$ cat src/rtl/core/tse_pkg.sv
// Shared types and constants for the TLS server-name extractor.
// Used by tse_parser and by the top level tls_sni_extractor; no dependencies.
package tse_pkg;

    localparam int MAX_PACKET_BYTES = 2048;
    localparam int OFFSET_W         = 16;
    localparam int REGION_W         = $clog2(MAX_PACKET_BYTES + 1);
    localparam int ACC_W            = 24;
    localparam int NUM_REGIONS      = 5;

    // Region slots, outermost first.
    localparam int REG_RECORD = 0;
    localparam int REG_HS     = 1;
    localparam int REG_EXTS   = 2;
    localparam int REG_SNI    = 3;
    localparam int REG_LIST   = 4;

    localparam logic [7:0]  REC_TYPE_HANDSHAKE   = 8'h16;
    localparam logic [7:0]  HS_TYPE_CLIENT_HELLO = 8'h01;
    localparam logic [15:0] EXT_TYPE_SERVER_NAME = 16'h0000;
    localparam logic [15:0] NAME_TYPE_HOST       = 16'h0000;

    localparam logic [OFFSET_W-1:0] REC_OFF_TYPE   = 16'd0;
    localparam logic [OFFSET_W-1:0] REC_OFF_LEN_HI = 16'd3;
    localparam logic [OFFSET_W-1:0] REC_OFF_LEN_LO = 16'd4;
    localparam logic [OFFSET_W-1:0] HS_OFF_TYPE    = 16'd5;
    localparam logic [OFFSET_W-1:0] HS_OFF_LEN_LO  = 16'd8;
    localparam logic [16:0]         REC_HDR_BYTES  = 17'd5;
    localparam logic [24:0]         HS_HDR_END     = 25'd9;

    localparam logic [15:0] RANDOM_SKIP = 16'(2 + 32);
    localparam logic [15:0] SHORT_FIELD = 16'd1;
    localparam logic [15:0] LONG_FIELD  = 16'd2;

    typedef enum logic [2:0] {
        ST_PENDING       = 3'd0,
        ST_FOUND         = 3'd1,
        ST_NOT_HANDSHAKE = 3'd2,
        ST_NOT_HELLO     = 3'd3,
        ST_MALFORMED     = 3'd4,
        ST_NO_NAME       = 3'd5
    } status_t;

    typedef logic [NUM_REGIONS-1:0][REGION_W-1:0] regions_t;

    typedef struct packed {
        logic [7:0] host_byte;
        logic       byte_present;
        status_t    result_status;
        logic       result_last;
    } result_t;

endpackage

$ cat src/rtl/core/tse_parser.sv
// Parse state and combinational next-state logic of the TLS server-name extractor.
// Depends on tse_pkg; instantiated by tls_sni_extractor.
module tse_parser (
    input  logic              aclk,
    input  logic              aresetn,
    input  logic              step,
    input  logic [7:0]        payload_byte,
    input  logic              packet_last,
    output logic              emit,
    output tse_pkg::result_t  result
);

    typedef enum logic [19:0] {
        PH_REC       = 20'h00001,
        PH_HS        = 20'h00002,
        PH_RANDOM    = 20'h00004,
        PH_SID_LEN   = 20'h00008,
        PH_SID       = 20'h00010,
        PH_CS_LEN    = 20'h00020,
        PH_CS        = 20'h00040,
        PH_CM_LEN    = 20'h00080,
        PH_CM        = 20'h00100,
        PH_EXTS_LEN  = 20'h00200,
        PH_EXT_TYPE  = 20'h00400,
        PH_EXT_LEN   = 20'h00800,
        PH_EXT_SKIP  = 20'h01000,
        PH_SNI_LEN   = 20'h02000,
        PH_LIST_LEN  = 20'h04000,
        PH_NAME_TYPE = 20'h08000,
        PH_NAME_LEN  = 20'h10000,
        PH_NAME_SKIP = 20'h20000,
        PH_HOST_LEN  = 20'h40000,
        PH_HOST      = 20'h80000
    } phase_t;

    logic [tse_pkg::OFFSET_W-1:0] offset_reg, offset_next;
    phase_t                       phase_reg, phase_next;
    tse_pkg::regions_t            region_reg, region_next;
    logic [15:0]                  skip_reg, skip_next;
    logic [tse_pkg::ACC_W-1:0]    acc_reg, acc_next;
    logic                         done_reg, done_next;

    logic [tse_pkg::OFFSET_W-1:0] off_inc;
    logic [16:0]                  next_off;
    logic [tse_pkg::ACC_W-1:0]    acc_sh;
    logic [15:0]                  skip_dec;
    logic [15:0]                  field_len;
    logic [17:0]                  nested_end;
    logic [16:0]                  rec_end;
    logic [24:0]                  hs_end;
    logic                         has_bound;
    logic [tse_pkg::REGION_W-1:0] bound;
    logic                         out_of_region;

    phase_t                       c_phase;
    logic [15:0]                  c_skip;
    logic [tse_pkg::ACC_W-1:0]    c_acc;
    tse_pkg::regions_t            c_region;
    logic                         c_fin;
    tse_pkg::status_t             c_status;
    logic                         c_present;

    phase_t                       s_phase;
    logic [15:0]                  s_skip;
    logic [tse_pkg::ACC_W-1:0]    s_acc;
    logic                         s_fin;
    tse_pkg::status_t             s_status;

    assign off_inc    = (offset_reg != '1) ? offset_reg + 16'd1 : offset_reg;
    assign next_off   = {1'b0, offset_reg} + 17'd1;
    assign acc_sh     = {acc_reg[15:0], payload_byte};
    assign skip_dec   = (skip_reg != '0) ? skip_reg - 16'd1 : skip_reg;
    assign field_len  = acc_sh[15:0];
    assign nested_end = {1'b0, next_off} + {2'b00, field_len};
    assign rec_end    = tse_pkg::REC_HDR_BYTES + {1'b0, acc_reg[7:0], payload_byte};
    assign hs_end     = tse_pkg::HS_HDR_END + {1'b0, acc_sh};

    // Each phase but PH_REC reads its byte from inside one enclosing region.
    always_comb begin
        has_bound = 1'b1;
        if (phase_reg == PH_REC) begin
            has_bound = 1'b0;
            bound     = '0;
        end else if (phase_reg == PH_HS) begin
            bound = region_reg[tse_pkg::REG_RECORD];
        end else if (phase_reg inside {PH_RANDOM, PH_SID_LEN, PH_SID, PH_CS_LEN, PH_CS,
                                       PH_CM_LEN, PH_CM, PH_EXTS_LEN}) begin
            bound = region_reg[tse_pkg::REG_HS];
        end else if (phase_reg inside {PH_EXT_TYPE, PH_EXT_LEN, PH_EXT_SKIP,
                                       PH_SNI_LEN}) begin
            bound = region_reg[tse_pkg::REG_EXTS];
        end else if (phase_reg == PH_LIST_LEN) begin
            bound = region_reg[tse_pkg::REG_SNI];
        end else begin
            bound = region_reg[tse_pkg::REG_LIST];
        end
    end

    assign out_of_region = has_bound && (offset_reg >= tse_pkg::OFFSET_W'(bound));

    // Consume the current byte.
    always_comb begin
        c_phase   = phase_reg;
        c_skip    = skip_reg;
        c_acc     = acc_reg;
        c_region  = region_reg;
        c_fin     = 1'b0;
        c_status  = tse_pkg::ST_PENDING;
        c_present = 1'b0;
        if (out_of_region) begin
            c_fin    = 1'b1;
            c_status = tse_pkg::ST_MALFORMED;
        end else begin
            case (phase_reg)
                PH_REC: begin
                    if (offset_reg == tse_pkg::REC_OFF_TYPE &&
                        payload_byte != tse_pkg::REC_TYPE_HANDSHAKE) begin
                        c_fin    = 1'b1;
                        c_status = tse_pkg::ST_NOT_HANDSHAKE;
                    end else if (offset_reg == tse_pkg::REC_OFF_LEN_HI) begin
                        c_acc = tse_pkg::ACC_W'(payload_byte);
                    end else if (offset_reg == tse_pkg::REC_OFF_LEN_LO) begin
                        if (rec_end > 17'(tse_pkg::MAX_PACKET_BYTES)) begin
                            c_fin    = 1'b1;
                            c_status = tse_pkg::ST_MALFORMED;
                        end else begin
                            c_region[tse_pkg::REG_RECORD] = tse_pkg::REGION_W'(rec_end);
                            c_phase = PH_HS;
                        end
                    end
                end
                PH_HS: begin
                    if (offset_reg == tse_pkg::HS_OFF_TYPE) begin
                        if (payload_byte != tse_pkg::HS_TYPE_CLIENT_HELLO) begin
                            c_fin    = 1'b1;
                            c_status = tse_pkg::ST_NOT_HELLO;
                        end
                        c_acc = '0;
                    end else begin
                        c_acc = acc_sh;
                        if (offset_reg >= tse_pkg::HS_OFF_LEN_LO) begin
                            if (hs_end > 25'(region_reg[tse_pkg::REG_RECORD])) begin
                                c_fin    = 1'b1;
                                c_status = tse_pkg::ST_MALFORMED;
                            end else begin
                                c_region[tse_pkg::REG_HS] = tse_pkg::REGION_W'(hs_end);
                                c_phase = PH_RANDOM;
                                c_skip  = tse_pkg::RANDOM_SKIP;
                            end
                        end
                    end
                end
                PH_RANDOM, PH_SID, PH_CS, PH_CM, PH_EXT_SKIP, PH_NAME_SKIP: begin
                    c_skip = skip_dec;
                end
                PH_HOST: begin
                    c_present = 1'b1;
                    c_skip    = skip_dec;
                    if (skip_dec == '0) begin
                        c_fin    = 1'b1;
                        c_status = tse_pkg::ST_FOUND;
                    end
                end
                PH_SID_LEN, PH_CS_LEN, PH_CM_LEN, PH_EXTS_LEN, PH_EXT_TYPE, PH_EXT_LEN,
                PH_SNI_LEN, PH_LIST_LEN, PH_NAME_TYPE, PH_NAME_LEN, PH_HOST_LEN: begin
                    c_acc  = acc_sh;
                    c_skip = skip_dec;
                    if (skip_dec == '0) begin
                        case (phase_reg)
                            PH_SID_LEN: begin
                                c_phase = PH_SID;
                                c_skip  = field_len;
                            end
                            PH_CS_LEN: begin
                                c_phase = PH_CS;
                                c_skip  = field_len;
                            end
                            PH_CM_LEN: begin
                                c_phase = PH_CM;
                                c_skip  = field_len;
                            end
                            PH_EXTS_LEN: begin
                                if (nested_end > 18'(region_reg[tse_pkg::REG_HS])) begin
                                    c_fin    = 1'b1;
                                    c_status = tse_pkg::ST_MALFORMED;
                                end else begin
                                    c_region[tse_pkg::REG_EXTS] =
                                        tse_pkg::REGION_W'(nested_end);
                                    c_phase = PH_EXT_TYPE;
                                    c_skip  = tse_pkg::LONG_FIELD;
                                    c_acc   = '0;
                                end
                            end
                            PH_EXT_TYPE: begin
                                c_phase = (field_len == tse_pkg::EXT_TYPE_SERVER_NAME) ?
                                          PH_SNI_LEN : PH_EXT_LEN;
                                c_skip  = tse_pkg::LONG_FIELD;
                                c_acc   = '0;
                            end
                            PH_EXT_LEN: begin
                                c_phase = PH_EXT_SKIP;
                                c_skip  = field_len;
                            end
                            PH_SNI_LEN: begin
                                if (nested_end > 18'(region_reg[tse_pkg::REG_EXTS])) begin
                                    c_fin    = 1'b1;
                                    c_status = tse_pkg::ST_MALFORMED;
                                end else begin
                                    c_region[tse_pkg::REG_SNI] =
                                        tse_pkg::REGION_W'(nested_end);
                                    c_phase = PH_LIST_LEN;
                                    c_skip  = tse_pkg::LONG_FIELD;
                                    c_acc   = '0;
                                end
                            end
                            PH_LIST_LEN: begin
                                if (nested_end > 18'(region_reg[tse_pkg::REG_SNI])) begin
                                    c_fin    = 1'b1;
                                    c_status = tse_pkg::ST_MALFORMED;
                                end else begin
                                    c_region[tse_pkg::REG_LIST] =
                                        tse_pkg::REGION_W'(nested_end);
                                    c_phase = PH_NAME_TYPE;
                                    c_skip  = tse_pkg::SHORT_FIELD;
                                    c_acc   = '0;
                                end
                            end
                            PH_NAME_TYPE: begin
                                c_phase = (field_len == tse_pkg::NAME_TYPE_HOST) ?
                                          PH_HOST_LEN : PH_NAME_LEN;
                                c_skip  = tse_pkg::LONG_FIELD;
                                c_acc   = '0;
                            end
                            PH_NAME_LEN: begin
                                c_phase = PH_NAME_SKIP;
                                c_skip  = field_len;
                            end
                            PH_HOST_LEN: begin
                                if (nested_end > 18'(region_reg[tse_pkg::REG_LIST])) begin
                                    c_fin    = 1'b1;
                                    c_status = tse_pkg::ST_MALFORMED;
                                end else if (field_len == '0) begin
                                    c_fin    = 1'b1;
                                    c_status = tse_pkg::ST_FOUND;
                                end else begin
                                    c_phase = PH_HOST;
                                    c_skip  = field_len;
                                end
                            end
                            default: begin
                                c_fin    = 1'b1;
                                c_status = tse_pkg::ST_MALFORMED;
                            end
                        endcase
                    end
                end
                default: begin
                    c_fin    = 1'b1;
                    c_status = tse_pkg::ST_MALFORMED;
                end
            endcase
        end
    end

    // Leave a finished skip, then check for a region that ended without a match.
    always_comb begin
        s_phase  = c_phase;
        s_skip   = c_skip;
        s_acc    = c_acc;
        s_fin    = c_fin;
        s_status = c_status;
        if (!c_fin) begin
            if (c_skip == '0 && c_phase inside {PH_RANDOM, PH_SID, PH_CS, PH_CM,
                                                PH_EXT_SKIP, PH_NAME_SKIP}) begin
                s_acc = '0;
                case (c_phase)
                    PH_RANDOM: begin
                        s_phase = PH_SID_LEN;
                        s_skip  = tse_pkg::SHORT_FIELD;
                    end
                    PH_SID: begin
                        s_phase = PH_CS_LEN;
                        s_skip  = tse_pkg::LONG_FIELD;
                    end
                    PH_CS: begin
                        s_phase = PH_CM_LEN;
                        s_skip  = tse_pkg::SHORT_FIELD;
                    end
                    PH_CM: begin
                        s_phase = PH_EXTS_LEN;
                        s_skip  = tse_pkg::LONG_FIELD;
                    end
                    PH_EXT_SKIP: begin
                        s_phase = PH_EXT_TYPE;
                        s_skip  = tse_pkg::LONG_FIELD;
                    end
                    PH_NAME_SKIP: begin
                        s_phase = PH_NAME_TYPE;
                        s_skip  = tse_pkg::SHORT_FIELD;
                    end
                    default: begin
                        s_phase = c_phase;
                    end
                endcase
            end
            if (s_phase == PH_EXTS_LEN && s_skip == tse_pkg::LONG_FIELD &&
                off_inc == tse_pkg::OFFSET_W'(c_region[tse_pkg::REG_HS])) begin
                s_fin    = 1'b1;
                s_status = tse_pkg::ST_NO_NAME;
            end else if (s_phase == PH_EXT_TYPE && s_skip == tse_pkg::LONG_FIELD &&
                         off_inc == tse_pkg::OFFSET_W'(c_region[tse_pkg::REG_EXTS])) begin
                s_fin    = 1'b1;
                s_status = tse_pkg::ST_NO_NAME;
            end else if (s_phase == PH_NAME_TYPE &&
                         off_inc == tse_pkg::OFFSET_W'(c_region[tse_pkg::REG_LIST])) begin
                s_fin    = 1'b1;
                s_status = tse_pkg::ST_NO_NAME;
            end
        end
    end

    assign emit                 = !done_reg && (s_fin || c_present || packet_last);
    assign result.host_byte     = c_present ? payload_byte : 8'h00;
    assign result.byte_present  = c_present;
    assign result.result_status = s_fin ? s_status :
                                  (packet_last ? tse_pkg::ST_MALFORMED : tse_pkg::ST_PENDING);
    assign result.result_last   = s_fin || packet_last;

    always_comb begin
        offset_next = offset_reg;
        phase_next  = phase_reg;
        region_next = region_reg;
        skip_next   = skip_reg;
        acc_next    = acc_reg;
        done_next   = done_reg;
        if (step) begin
            if (packet_last) begin
                offset_next = '0;
                phase_next  = PH_REC;
                region_next = '0;
                skip_next   = '0;
                acc_next    = '0;
                done_next   = 1'b0;
            end else begin
                offset_next = off_inc;
                if (!done_reg) begin
                    phase_next  = s_phase;
                    region_next = c_region;
                    skip_next   = s_skip;
                    acc_next    = s_acc;
                    done_next   = s_fin;
                end
            end
        end
    end

    always_ff @(posedge aclk) begin
        if (!aresetn) begin
            offset_reg <= '0;
            phase_reg  <= PH_REC;
            region_reg <= '0;
            skip_reg   <= '0;
            acc_reg    <= '0;
            done_reg   <= 1'b0;
        end else begin
            offset_reg <= offset_next;
            phase_reg  <= phase_next;
            region_reg <= region_next;
            skip_reg   <= skip_next;
            acc_reg    <= acc_next;
            done_reg   <= done_next;
        end
    end

endmodule

$ cat src/rtl/core/tls_sni_extractor.sv
// Top level of the TLS server-name extractor: input register, result register, handshakes.
// Depends on tse_pkg and tse_parser.
//
// The block takes one TCP payload byte per item and sustains one item per clock cycle when
// not stalled; an accepted item waits in the input register and reaches the result register
// when it advances, because the whole parse update for a byte is combinational logic between
// the two registers. A result is given only for a host-name byte or for the final status of
// a packet, and a packet gets exactly one final result (result_last high), at the latest on
// its last byte. Bytes after the final result, up to packet_last, are taken and dropped.
// The input side stalls only while both registers are full and m_ready is low.
module tls_sni_extractor (
    input  logic       aclk,
    input  logic       aresetn,
    input  logic       s_valid,
    output logic       s_ready,
    input  logic [7:0] s_payload_byte,
    input  logic       s_packet_last,
    output logic       m_valid,
    input  logic       m_ready,
    output logic [7:0] m_host_byte,
    output logic       m_byte_present,
    output logic [2:0] m_result_status,
    output logic       m_result_last
);

    logic             in_valid_reg, in_valid_next;
    logic [7:0]       in_byte_reg, in_byte_next;
    logic             in_last_reg, in_last_next;
    logic             out_valid_reg, out_valid_next;
    tse_pkg::result_t out_reg, out_next;

    logic             advance;
    logic             emit;
    tse_pkg::result_t result;

    assign advance = in_valid_reg && (!out_valid_reg || m_ready);
    assign s_ready = !in_valid_reg || advance;

    tse_parser u_parser (
        .aclk         (aclk),
        .aresetn      (aresetn),
        .step         (advance),
        .payload_byte (in_byte_reg),
        .packet_last  (in_last_reg),
        .emit         (emit),
        .result       (result)
    );

    always_comb begin
        in_valid_next = in_valid_reg;
        in_byte_next  = in_byte_reg;
        in_last_next  = in_last_reg;
        if (s_valid && s_ready) begin
            in_valid_next = 1'b1;
            in_byte_next  = s_payload_byte;
            in_last_next  = s_packet_last;
        end else if (advance) begin
            in_valid_next = 1'b0;
        end
    end

    always_comb begin
        out_valid_next = out_valid_reg;
        out_next       = out_reg;
        if (advance && emit) begin
            out_valid_next = 1'b1;
            out_next       = result;
        end else if (m_ready) begin
            out_valid_next = 1'b0;
        end
    end

    always_ff @(posedge aclk) begin
        if (!aresetn) begin
            in_valid_reg  <= 1'b0;
            out_valid_reg <= 1'b0;
        end else begin
            in_valid_reg  <= in_valid_next;
            out_valid_reg <= out_valid_next;
        end
    end

    always_ff @(posedge aclk) begin
        in_byte_reg <= in_byte_next;
        in_last_reg <= in_last_next;
        out_reg     <= out_next;
    end

    assign m_valid         = out_valid_reg;
    assign m_host_byte     = out_reg.host_byte;
    assign m_byte_present  = out_reg.byte_present;
    assign m_result_status = out_reg.result_status;
    assign m_result_last   = out_reg.result_last;

    a_last_matches_status: assert property (@(posedge aclk) disable iff (!aresetn)
        m_valid |-> ((m_result_status == tse_pkg::ST_PENDING) != m_result_last))
        else $error("Final flag disagrees with the result status.");

    a_pending_has_byte: assert property (@(posedge aclk) disable iff (!aresetn)
        (m_valid && !m_result_last) |-> m_byte_present)
        else $error("A non-final result carries no name byte.");

    a_status_range: assert property (@(posedge aclk) disable iff (!aresetn)
        m_valid |-> (m_result_status <= tse_pkg::ST_NO_NAME))
        else $error("Result status code out of range.");

    a_full_stall: assert property (@(posedge aclk) disable iff (!aresetn)
        (in_valid_reg && out_valid_reg && !m_ready) |-> !s_ready)
        else $error("Input taken while both registers are full and stalled.");

endmodule

$ cat config.mk
export PLATFORM = sky130hd
export DESIGN_NAME = tls_sni_extractor
export DESIGN_NICKNAME = d
export VERILOG_FILES = /design/src/rtl/core/tse_pkg.sv /design/src/rtl/core/tse_parser.sv /design/src/rtl/core/tls_sni_extractor.sv
export SDC_FILE = /design/constraint.sdc
export NUM_CORES = 1
export LEC_CHECK = 0
export ABC_AREA = 1
export BUFFER_PORTS_ARGS = -buffer_cell sky130_fd_sc_hd__buf_2
export CORE_AREA = 4 4 212 235
export CTS_CLUSTER_DIAMETER = 40
export CTS_CLUSTER_SIZE = 24
export DETAILED_ROUTE_END_ITERATION = 8
export DIE_AREA = 0 0 216 239
export GPL_TIMING_DRIVEN = 0
export MAX_ROUTING_LAYER = met4
export SYNTH_ARGS = -nofsm -noshare
export SYNTH_HDL_FRONTEND = slang
export SYNTH_SLANG_ARGS = --single-unit
export TNS_END_PERCENT = 30
$ cat constraint.sdc
create_clock -name aclk -period 15.7 [get_ports aclk]
set_input_delay 3.14 -clock aclk [delete_from_list [all_inputs] [get_ports aclk]]
set_output_delay 3.14 -clock aclk [all_outputs]
set_load 0.02 [all_outputs]
==> results.json, run 1 <==
{
  "status": "complete, no violations",
  "dp_hpwl_mm": 53.6,
  "ant_nets": 0,
  "antenna_cells": 0,
  "rsz0062_at_grt": "no",
  "most-common-layout-cells": "796 x nand2_1, 349 x inv_1, 213 x a21oi_1",
  "grt_first_pass_wirelength_mm": 99.1,
  "syn_avg_cell_area_sq_um": 6.06,
  "finalHoldViolCount": 0,
  "yosysWarnings": 0,
  "clock_sinks": 153,
  "top_layer_used": "met4",
  "cp_top_family": "simple AND/OR/NAND/NOR gates",
  "wl_met3_mm": 5.03,
  "synthArstFlopShare_pct": 0,
  "core.rowCount": 84,
  "yosysSeqAreaShare_pct": 20.5,
  "syn-cell-area_sq_mm": 0.0160,
  "path_class": "flip-flop to flip-flop",
  "slowest_delay_ps": 890,
  "synth_top_family_by_area": "simple AND/OR/NAND/NOR gates",
  "num_vias": 18000,
  "cts_hold_buf": 0,
  "antenna_found_initial": 0,
  "cts_setup_buffers": 0,
  "cts_tree": "done",
  "critPathMaxFanout": 13,
  "root_buffer": "clkbuf_16",
  "fin_hold_ws_ps": 467,
  "gp_congestion": 1.07,
  "cts_max_level": 4,
  "synth.area.mux_share_pct": 0,
  "grt_util_all_layers_pct": 25.6,
  "drt-met1-wl_mm": 27.0,
  "fp.dieW_um": 216,
  "post-route-period-util_pct": 51.5,
  "ir_drop_mv": 0.0529,
  "wl_per_cell_um": 19.7,
  "drt-vias-per-instance": 5.37,
  "finalNetCount": 2798,
  "clk_pin_slew_ps": 70,
  "cpMaxStageDelayCell": "xor2_1",
  "start_util_pct": 33.8,
  "coreArea_sq_mm": 0.0474,
  "maxSlewHeadroom_pct": 16.9,
  "required_ps": 15810,
  "synth_xor_area_share_pct": 2.19,
  "drv_cap": 0,
  "ctsResizeCount": 0,
  "dr.pass1.iters": 6,
  "grt_max_degree": 17,
  "nFillCells": 5206,
  "drc": 0,
  "die_h_um": 239,
  "grt_pass1_vias": 16700,
  "overflow": 0,
  "finalSetupViolCount": 0,
  "clk_latency_ps": 480,
  "synth_fa_ha_area_share_pct": 7.71,
  "yosys.cell_types.count": 68,
  "portBuffers": 27,
  "dieArea_sq_mm": 0.0516,
  "fin_crit_ps": 8090,
  "syn_nets": 2752,
  "stdcell_count": 3345,
  "worstPathArrival_ps": 8200,
  "clockBufferDepth": 2,
  "synthFlopType": "dfxtp_1",
  "cpMostUsedCell": "nand2_1",
  "setup_tns_ps": 0,
  "crit_buf_inv": 5,
  "synthCells": 2641,
  "drive_above_1_share_pct": 10.5,
  "largest_register_ffs": 60,
  "met2_length_mm": 30.3,
  "synth-simple-area-share_pct": 41.9,
  "area_growth_pct": 9.76,
  "drt_iter0_drc": 2123,
  "ios": 28,
  "min_path_type": "flip-flop to flip-flop",
  "cp-end-kind": "flip-flop",
  "synth_compound_area_share_pct": 16.1,
  "synth_edf_count": 22,
  "final_common_cell": "nand2_1",
  "cts-buffers-inserted": 17,
  "clock.fmax_ghz": 0.124,
  "finalClockSkew_ps": 11.5,
  "cp-start-kind": "flip-flop",
  "finalWirelength_mm": 65.8,
  "ys_ff_latch": 153,
  "dpl.cell_count": 3313,
  "maxSlewViolCount": 0,
  "tightest_slew_ps": 1230,
  "power_density_mw_per_mm2": 94.1,
  "leakage_nw": 8.27
}
==> area by class of cell <==
cell class                      count  area, sq um  share of cell area, %
Timing Repair Buffer               27          135                  0.769
Inverter                          391         1480                   8.41
Clock buffer                       23          509                   2.90
Buffer                             78          392                   2.23
Multi-Input combinational cell   2019        10900                   61.8
Tap cell                          645          807                   4.59
Sequential cell                   153         3280                   18.7
Clock inverter                      9          110                  0.627
==> path summary, 6_finish.rpt <==
kind                                  end  slack [ps]                    start  cells past startpoint
setup / recovery           m_host_byte[0]        7610           in_byte_reg[0]                     38
hold / removal    u_parser.region_reg[52]         470  u_parser.region_reg[52]                      2
setup reg to reg           m_host_byte[0]        7610           in_byte_reg[0]                     38
hold reg to reg   u_parser.region_reg[52]         470  u_parser.region_reg[52]                      2
==> logic make-up after synthesis <==
group / count (synthesis)
compound gates: 454
xor+xnor: 40
fa+ha+maj: 98
buf+inv: 469
flops: 153
simple gates: 1427
==> stage by stage <==
step           instance area [sq um]  worst slack, ps  utilization (%)  total power, mW
6_report                       17600             7610             37.1             1.65
5_1_grt                        17600             7290             37.1             1.73
4_1_cts                        17600             7760             37.1             1.64
3_5_place_dp                   16900             7810             35.7             1.19
3_3_place_gp                   16900             7840             35.7             1.18
2_1_floorplan                  16000             9170                -            0.968
==> synth_stat cells (9+ instances only) <==
library cell,number,area [sq um]
a211oi_1,15,113
a21oi_1,213,1070
a31oi_1,9,56.3
buf_2,16,80.1
buf_4,11,82.6
clkbuf_1,46,173
dfxtp_1,131,2620
edfxtp_1,22,661
ha_1,97,1210
inv_1,349,1310
inv_2,32,120
nand2_1,796,2990
nand2_2,29,181
nand2_4,10,113
nand3_1,167,836
nand3_2,19,190
nand4_1,65,407
nor2_1,185,694
nor2_2,24,150
nor2_4,22,248
nor3_1,40,200
nor4_1,15,93.8
o211ai_1,16,120
o21ai_0,118,591
o21ai_1,23,115
o22ai_1,10,62.6
o32ai_1,9,78.8
or2_2,15,93.8
xor2_1,35,307
==> routing by layer <==
layer	up-vias	GRT usage, %
li1	8747	-
met1	8268	31.4
met2	806	41.7
met3	158	3.38
met4	0	12.5
met5	-	-
==> worst min-delay path, delay by kind of cell (launching register included) <==
| family | cells | cell delay [ps] |
|---|---|---|
| flip-flops | 1 | 310 |
| AND/OR/NAND/NOR | 1 | 60 |
| AO/OA/AOI/OAI | 1 | 50 |
==> power breakdown <==
group / leakage, nW / switching, mW / internal (mW)
sequential: 1.27 / 0.0147 / 0.414
combinational: 6.71 / 0.556 / 0.217
clock: 0.294 / 0.191 / 0.261
total: 8.27 / 0.762 / 0.891
Note: power is estimated with default switching activity, not from simulation.
==> inputs of run 2 (changes only) <==
--- a/config.mk
+++ b/config.mk
@@ -5,13 +5,13 @@
 export SDC_FILE = /design/constraint.sdc
 export NUM_CORES = 1
 export LEC_CHECK = 0
-export ABC_AREA = 1
+export ABC_AREA = 0
 export BUFFER_PORTS_ARGS = -buffer_cell sky130_fd_sc_hd__buf_2
-export CORE_AREA = 4 4 212 235
+export CORE_AREA = 4 4 199 220
 export CTS_CLUSTER_DIAMETER = 40
 export CTS_CLUSTER_SIZE = 24
 export DETAILED_ROUTE_END_ITERATION = 8
-export DIE_AREA = 0 0 216 239
+export DIE_AREA = 0 0 203 224
 export GPL_TIMING_DRIVEN = 0
 export MAX_ROUTING_LAYER = met4
 export SYNTH_ARGS = -nofsm -noshare
==> constraint.sdc (replaced) <==
create_clock -name aclk -period 7.7 [get_ports aclk]
set_input_delay 1.54 -clock aclk [delete_from_list [all_inputs] [get_ports aclk]]
set_output_delay 1.54 -clock aclk [all_outputs]
set_load 0.02 [all_outputs]
==> run 2 against run 1 <==
  * Sequential share of layout area rose by 1.8 points
  * Sequential cell count stayed put
  * Register-to-register slack worse by 7500 ps
  * Worst setup slack got worse by 7500 ps
  * Hold slack better by 1.2 ps
  * Die area down 12%
  * First-iteration DRC count is 26% lower
  * The flow now finishes with violations (max-capacitance violations, max-slew violations)
  * Core utilization rose by 1.7 points
  * Fmax increased by 6.4%
  * Clock power grew 94%
  * Via count decreased by 17%
==> results.json, run 2 <==
{
  "grt_pass1_vias": 13800,
  "dp_hpwl_mm": 44.2,
  "ys_ff_latch": 153,
  "critPathMaxFanout": 13,
  "grt_util_all_layers_pct": 25.2,
  "finalHoldViolCount": 0,
  "yosys.area.top_type": "dfxtp_1",
  "dieArea_sq_mm": 0.0455,
  "stdcell_count": 2466,
  "synthFlopType": "dfxtp_1",
  "drv_cap": 1,
  "synthCells": 1830,
  "dr.pass1.iters": 7,
  "grt_first_pass_wirelength_mm": 85.6,
  "cp-start-kind": "flip-flop",
  "synth_edf_count": 22,
  "finalNetCount": 2004,
  "clock.fmax_ghz": 0.132,
  "r2r_slack_ps": 100,
  "maxSlewViolCount": 10,
  "yosysWarnings": 0,
  "clk_latency_ps": 470,
  "clk_pin_slew_ps": 70,
  "finalWirelength_mm": 57.6,
  "setup_tns_ps": 0,
  "syn-cell-area_sq_mm": 0.0140,
  "clockBufferDepth": 2,
  "syn_avg_cell_area_sq_um": 7.65,
  "tightest_slew_ps": 1550,
  "cts_hold_buf": 0,
  "ios": 28,
  "syn_nets": 1941,
  "coreArea_sq_mm": 0.0413,
  "clock_sinks": 153,
  "final_common_cell": "nand2_1",
  "yosysSeqAreaShare_pct": 23.4,
  "cp-end-kind": "flip-flop",
  "ant_nets": 0,
  "fin_crit_ps": 7600,
  "seq_area_sq_mm": 0.00328,
  "yosysMostFrequentCell": "nand2_1",
  "core.rowCount": 78,
  "dpl.cell_count": 2417,
  "wl_per_cell_um": 23.4,
  "maxSlewHeadroom_pct": -4.28,
  "nFillCells": 4251,
  "most-common-layout-cells": "140 x nand2_1, 131 x dfxtp_1, 108 x nor2_1",
  "synthArstFlopShare_pct": 0,
  "required_ps": 7870,
  "start_util_pct": 33.9,
  "area_growth_pct": 14.3,
  "drt-vias-per-instance": 6.05,
  "die_h_um": 224,
  "gp_congestion": 0.961,
  "p_int_mw": 1.35,
  "combPwrFrac_pct": 12.5,
  "ys_top_cells_by_count": "141 x nand2_1, 131 x dfxtp_1, 112 x nor2_1",
  "worstPathArrival_ps": 7780,
  "drt_iter0_drc": 1575,
  "finalSetupViolCount": 0,
  "grt_max_degree": 17,
  "cts_tree": "done",
  "root_buffer": "clkbuf_16",
  "cts-buffers-inserted": 17,
  "largest_register_ffs": 60,
  "switching_power_mw": 0.590,
  "drive_above_1_share_pct": 10.9,
  "cpMostUsedCell": "a211oi_1",
  "failed_checks": "max-capacitance violations, max-slew violations",
  "swShare_pct": 30.3,
  "antenna_cells": 0,
  "fin_hold_ws_ps": 468,
  "pwr-share-seq_pct": 42.5,
  "yosys.cell_types.count": 91,
  "total_power_mw": 1.94,
  "finalClockSkew_ps": 14.5,
  "pwr-share-clk_pct": 44.9,
  "post-route-period-util_pct": 98.8,
  "drc": 0,
  "fp.dieW_um": 203,
  "leakage_nw": 5.80,
  "slowest_delay_ps": 560,
  "multiInputGateArea_sq_mm": 0.0102,
  "overflow": 0,
  "cts_max_level": 4,
  "min_path_type": "flip-flop to flip-flop",
  "path_class": "flip-flop to flip-flop",
  "portBuffers": 26,
  "postLayoutCoreUtil_pct": 38.8,
  "cpMaxStageDelayCell": "nor4_2",
  "antenna_found_initial": 0,
  "ir_drop_mv": 0.143,
  "status": "finished with violations",
  "synth_top_area_share_pct": 18.7,
  "power_density_mw_per_mm2": 122,
  "num_vias": 14900,
  "synthTopCellsByArea": "dfxtp_1 19%, ha_1 8.7%, edfxtp_1 4.7%, nor2b_1 4.1%, nand2_1 3.8%"
}
## run 2: power by group through the flow
stage          registers, mW  clock network (mW)  logic [mW]
3_5_place_dp           0.846                   0       0.228
4_1_cts                0.828               0.876       0.236
5_1_grt                0.828               0.906       0.261
2_1_floorplan          0.847                   0       0.138
6_report               0.827               0.874       0.243
3_3_place_gp           0.846                   0       0.226
## run 2: path summary, 6_finish.rpt
path,from,end,depth (start not counted)
max reg2reg,u_parser.phase_reg[17],m_host_byte[0],29
max,u_parser.phase_reg[17],m_host_byte[0],29
min reg2reg,u_parser.region_reg[47],u_parser.region_reg[47],2
min,u_parser.region_reg[47],u_parser.region_reg[47],2
## run 2: layout make-up
| class | count | area share (%) |
|---|---|---|
| Sequential cell | 153 | 20.5 |
| Tap cell | 560 | 4.38 |
| Timing Repair Buffer | 50 | 2.11 |
| Clock buffer | 18 | 2.74 |
| Clock inverter | 14 | 0.860 |
| Inverter | 98 | 2.32 |
| Multi-Input combinational cell | 1462 | 64.0 |
| Buffer | 111 | 3.09 |
## run 2: layer usage
metal | share of wire [%] | up-vias | global-route usage [%]
li1 | - | 6910 | -
met1 | 42 | 7209 | 31.1
met2 | 47 | 661 | 41.2
met3 | 6.3 | 150 | 3.61
met4 | 4.5 | 0 | 10.5
met5 | 0 | - | -
## run 2: kinds of logic after synthesis
kind of cell / after synthesis / share of synthesized area [%]
mux: 49 / 3.54
xor+xnor: 83 / 5.19
buf+inv: 215 / 6.08
simple gates: 739 / 28.7
compound gates: 493 / 24.2
fa+ha+maj: 98 / 8.81
flops: 153 / 23.4
## run 2: timing repair
action	in CTS	in global routing
setup endpoints to repair	101	42
gates cloned	0	0
gates resized for setup	47	49
pin swaps	6	11
buffers inserted	13	10
## run 2: critical path, delay by kind of cell, from the launching register on
kind                       cells  cell delay [ps]
muxes                          1              330
xor gates and xnor gates       1              200
DFF                            1              300
buffers and inverters          5              890
and+or+nand+nor               10             2650
AOI/OAI and AO/OA             11             2620
adders and majority gates      1              310
## run 2: stage by stage
| stage | instance area, sq um | setup WS, ps |
|---|---|---|
| 2_1_floorplan | 14000 | 204 |
| 3_3_place_gp | 14800 | -2350 |
| 3_5_place_dp | 14900 | -2450 |
| 4_1_cts | 15800 | 6.25 |
| 5_1_grt | 16000 | -12.4 |
| 6_report | 16000 | 96.0 |
